**config.mk**
```make
export PLATFORM = sky130hd
export DESIGN_NAME = tllc_front
export DESIGN_NICKNAME = d
export VERILOG_FILES = /design/src/tllc_pkg.sv /design/src/tllc_front.sv
export SDC_FILE = /design/constraint.sdc
export NUM_CORES = 1
export LEC_CHECK = 0
export ABC_AREA = 1
export BUFFER_PORTS_ARGS = -buffer_cell sky130_fd_sc_hd__buf_2
export CORE_MARGIN = 3
export CORE_UTILIZATION = 50
export DETAILED_ROUTE_END_ITERATION = 10
export GPL_TIMING_DRIVEN = 0
export PLACE_DENSITY_LB_ADDON = 0.25
export SLEW_MARGIN = 25
export SYNTH_ARGS = -nofsm -noshare
export SYNTH_HDL_FRONTEND = slang
export SYNTH_SLANG_ARGS = --single-unit
```
**constraint.sdc**
```tcl
create_clock -name clk -period 2.6 [get_ports clk]
set_input_delay 0.78 -clock clk [delete_from_list [all_inputs] [get_ports clk]]
set_output_delay 0.78 -clock clk [all_outputs]
set_load 0.005 [all_outputs]
```
**src/tllc_pkg.sv**
```systemverilog
// shared types and constants for the two-level lru cache tag model
package tllc_pkg;

    localparam int LOG2_MAX_ROWS_DEF = 8;
    localparam int MAX_WAYS_DEF      = 16;
    localparam int ADDR_BITS_DEF     = 13;

    localparam int TAG_W  = 13;
    localparam int RANK_W = 4;
    localparam int PC_W   = 16;
    localparam int ROW_W  = 13;
    localparam int CFG_IDX_W  = 3;
    localparam int CFG_DATA_W = 4;

    localparam logic [CFG_IDX_W-1:0] REG_L1_SIZE  = 3'd0;
    localparam logic [CFG_IDX_W-1:0] REG_L1_ASSOC = 3'd1;
    localparam logic [CFG_IDX_W-1:0] REG_L1_BLOCK = 3'd2;
    localparam logic [CFG_IDX_W-1:0] REG_L2_EN    = 3'd3;
    localparam logic [CFG_IDX_W-1:0] REG_L2_SIZE  = 3'd4;
    localparam logic [CFG_IDX_W-1:0] REG_L2_ASSOC = 3'd5;
    localparam logic [CFG_IDX_W-1:0] REG_L2_BLOCK = 3'd6;

    localparam logic [1:0] EV_STORE = 2'd0;
    localparam logic [1:0] EV_HIT   = 2'd1;
    localparam logic [1:0] EV_MISS  = 2'd2;

    // geometry of one level
    typedef struct packed {
        logic [3:0] log2_size;
        logic [2:0] log2_assoc;
        logic [2:0] log2_block;
    } lvl_cfg_t;

    // one classified request as it sits in the queue
    typedef struct packed {
        logic            store;
        logic [15:0]     addr;
        logic [PC_W-1:0] pc;
        logic            l2_en;
    } job_t;

endpackage

```
**src/tllc_front.sv**
```systemverilog
// request intake: config registers and a small queue of classified requests
module tllc_front #(
    parameter int ADDR_BITS = tllc_pkg::ADDR_BITS_DEF
) (
    input  logic                          clk,
    input  logic                          rst_n,
    input  logic                          valid,
    output logic                          ready,
    input  logic                          req_type,
    input  logic [ADDR_BITS-1:0]          addr,
    input  logic [tllc_pkg::PC_W-1:0]     pc,
    input  logic                          cfg_valid,
    output logic                          cfg_ready,
    input  logic [tllc_pkg::CFG_IDX_W-1:0] cfg_index,
    input  logic [tllc_pkg::CFG_DATA_W-1:0] cfg_data,
    output tllc_pkg::lvl_cfg_t            l1_cfg,
    output tllc_pkg::lvl_cfg_t            l2_cfg,
    output logic                          job_valid,
    input  logic                          job_ready,
    output tllc_pkg::job_t                job
);
    import tllc_pkg::*;

    localparam int DEPTH = 2;

    lvl_cfg_t l1_reg, l2_reg;
    logic     l2en_reg;
    job_t     q_reg [DEPTH];
    logic     rd_ptr_reg, wr_ptr_reg;
    logic [1:0] cnt_reg;
    logic     push, pop;
    job_t     in_job;

    assign cfg_ready = 1'b1;
    assign l1_cfg = l1_reg;
    assign l2_cfg = l2_reg;

    always_ff @(posedge clk or negedge rst_n)
    begin
        if (!rst_n)
        begin
            l1_reg   <= '{4'd8, 3'd0, 3'd0};
            l2_reg   <= '{4'd10, 3'd0, 3'd0};
            l2en_reg <= 1'b0;
        end
        else if (cfg_valid)
        begin
            unique case (cfg_index)
                REG_L1_SIZE:  l1_reg.log2_size  <= cfg_data;
                REG_L1_ASSOC: l1_reg.log2_assoc <= cfg_data[2:0];
                REG_L1_BLOCK: l1_reg.log2_block <= cfg_data[2:0];
                REG_L2_EN:    l2en_reg          <= cfg_data[0];
                REG_L2_SIZE:  l2_reg.log2_size  <= cfg_data;
                REG_L2_ASSOC: l2_reg.log2_assoc <= cfg_data[2:0];
                REG_L2_BLOCK: l2_reg.log2_block <= cfg_data[2:0];
                default: ;
            endcase
        end
    end

    always_comb
    begin
        in_job = '0;
        in_job.store = req_type;
        in_job.addr  = 16'(addr);
        in_job.pc    = pc;
        in_job.l2_en = l2en_reg;
    end

    assign ready     = (cnt_reg != 2'(DEPTH));
    assign push      = valid && ready;
    assign job_valid = (cnt_reg != 2'd0);
    assign pop       = job_valid && job_ready;
    assign job       = q_reg[rd_ptr_reg];

    always_ff @(posedge clk)
    begin
        if (push)
            q_reg[wr_ptr_reg] <= in_job;
    end

    always_ff @(posedge clk or negedge rst_n)
    begin
        if (!rst_n)
        begin
            rd_ptr_reg <= 1'b0;
            wr_ptr_reg <= 1'b0;
            cnt_reg    <= 2'd0;
        end
        else
        begin
            if (push) wr_ptr_reg <= ~wr_ptr_reg;
            if (pop)  rd_ptr_reg <= ~rd_ptr_reg;
            cnt_reg <= cnt_reg + 2'(push) - 2'(pop);
        end
    end

endmodule

```
==> flow_summary_export.csv <==
group,metric,value,unit
floorplanning,num_rows,28,
final_layout,area_delta_synth_final,25.14,%
logic_synthesis,yosysUniqueCellTypes,17,
placement,place_ws,635.2,ps
final_layout,final_cells,472,
logic_synthesis,seq_area_frac_synth,75.39,%
routing,dr.pass1.iters,4,
sta,hold_viol,0,
grt,first_global_vias,2167,
floorplanning,die_area,0.007620,mm2
critical_path,critical_path_class,"register to output port",
critical_path,cp_data_arrival_time,1440,ps
routing,drt_iter0_drc,114,
power,power_leakage,0.001948,uW
routing,viasPerCell,4.773,
final_layout,largest_reg_flops,62,
critical_path,path_cells,"inv_1 > buf_2 > nand2_1 > nand2_1 > buf_2",
sta,slew_violations,0,
clocking,clk_path_buf_depth,2,
clocking,cts_tree,"done",
final_layout,final_cell_mix,"nand2_1, buf_2, edfxtp_1, dfrtp_1, inv_1",
clocking,htreeDepth,3,
logic_synthesis,synth-seq-cells,87,
final_layout,final_area,0.004135,mm2
sta,rsz0062_at_grt,"false",
final_layout,drive_above_1_share,31.74,%
job,drv_cap,0,
routing,vias,2253,
routing,avgRoutedWirePerCell,13.64,um
routing,drtAntennaViolNets,0,
clocking,cts.clk_slew.worst_paths,80,ps
power,peakVddDrop,0.0005366,V
min_path,hold_class,"input port to async pin",
final_layout,n_antenna_cell,0,
clocking,clock_latency,350,ps
power,power_density,995.7,mW/mm2
logic_synthesis,avgSynthCellArea,11.68,um2
logic_synthesis,synth_top_area_share,56.34,%
sta,maxSlewHeadroom,64.23,%
routing,route.detailed.drc,0,
critical_path,crit_path_max_incr_delay,420,ps
final_layout,final_common_cell,"nand2_1",
critical_path,cp-start-kind,"register",
final_layout,finalNetCount,435,
critical_path,ff2ff_setup_slack,960,ps
sta,finalSetupViolCount,0,
critical_path,worstRegToRegCells,4,
logic_synthesis,yosysTopAreaCell,"edfxtp_1",
status,status,"complete, no violations",
grt,grt_pass1_wl,9818,um
grt,track_usage,17.45,%
logic_synthesis,netlist_instances,283,
sta,max_freq,450.1,MHz
routing,totalWireLength,6438,um
grt,gr-total-overflow,0,
critical_path,path_max_fanout,10,
sta,min_period,2222,ps
clocking,cts_resized,0,
power,power,4117,uW
sta,finalCritPeriodShare,85.46,%
placement,post_dp_cell_area,0.003946,mm2
placement,place.port_buffers,94,
grt,grt_max_degree,26,
floorplanning,coreArea,0.006166,mm2
placement,dp_cells,456,
clocking,cts.sinks,87,
floorplanning,dieWidth,87.30,um
clocking,cts-root-buf,"clkbuf_8",
grt,antenna_found_initial,0,
sta,tightest_slew,536.6,ps
floorplanning,start_util,53.59,%
clocking,post_cts_buffers,0,
sta,finalClockSkew,5.839,ps
clocking,postCtsHoldBufs,0,
critical_path,required,1820,ps
placement,place.detailed.hpwl,4550,um
floorplanning,die_h,87.30,um
logic_synthesis,yosys_warnings,0,
sta,setup_slack,378.0,ps
critical_path,critPathCaptureType,"output port",
floorplanning,io_pins,99,
critical_path,critical_path.slowest_cell,"dfrtp_1",
logic_synthesis,syn-cell-area,0.003304,mm2
logic_synthesis,yosys-top-cells-area,"edfxtp_1, dfrtp_1, nand2_1",
clocking,cts-buffers-inserted,9,
sta,fin_tns_setup,0,ps
placement,gp_congestion,0.8236,
synth_stat cells:
cell type / number
a21oi_1: 1
buf_2: 6
buf_4: 4
conb_1: 2
dfrtp_1: 22
dfstp_2: 3
edfxtp_1: 62
ha_1: 1
inv_1: 16
nand2_1: 131
nand3_1: 3
nand4_1: 1
nor2_1: 8
nor2_4: 1
o21ai_0: 9
o21ai_1: 12
xor2_1: 1
cell families after synthesis:
family          Yosys count  share of synthesized area (%)
simple gates            144                          16.77
flops                    87                          75.39
buf+inv                  26                          3.635
compound gates           22                          3.332
other cells               2                         0.2273
xor+xnor                  1                         0.2651
fa+ha+maj                 1                         0.3786
power by group:
group | switching [uW] | internal, uW | leakage [uW]
Sequential | 114 | 1850 | 0.000881
Clock | 461 | 439 | 0.0000859
Combinational | 744 | 512 | 0.000982
final timing paths:
kind	startpoint	to
max in group asynchronous	rst_n	l1_cfg[9]
worst min register to register	l2en_reg	q_reg[0][0]
min in group clk	l2en_reg	q_reg[0][0]
worst min-delay path	rst_n	l2_cfg[4]
worst max-delay path	rd_ptr_reg	job[29]
worst max register to register	cnt_reg[1]	q_reg[1][6]
worst max-delay path: cells and delay by family, from the launching register on:
kind                   cells  cell delay (ps)
AND/OR/NAND/NOR            2              180
flip-flops                 1              420
buffers and inverters      3              500
routing by layer:
metal,GRT usage (%),vias up,wire [um]
met3,6.055,9,572
met1,20.47,1031,2563
met2,28.90,76,3198
li1,-,1137,-
met5,0,-,0
met4,7.810,0,104
layout make-up:
class / instances / area, um2
Tap cell: 75 / 93.84
Clock buffer: 10 / 127.6
Clock inverter: 6 / 61.31
Buffer: 10 / 60.06
Timing Repair Buffer: 96 / 525.5
Sequential cell: 87 / 2491
Fill cell: 492 / 2031
Inverter: 16 / 60.06
Multi-Input combinational cell: 172 / 715.7
per-stage QoR:
| step | utilization, % | hold WS, ps |
|---|---|---|
| floorplan | - | 442.4 |
| global placement | 62.95 | 462.4 |
| detailed placement | 64.00 | 471.2 |
| CTS | 67.07 | 419.3 |
| global route | 67.07 | 426.9 |
| finish | 67.07 | 401.2 |
(Power assumes the default switching activity.)
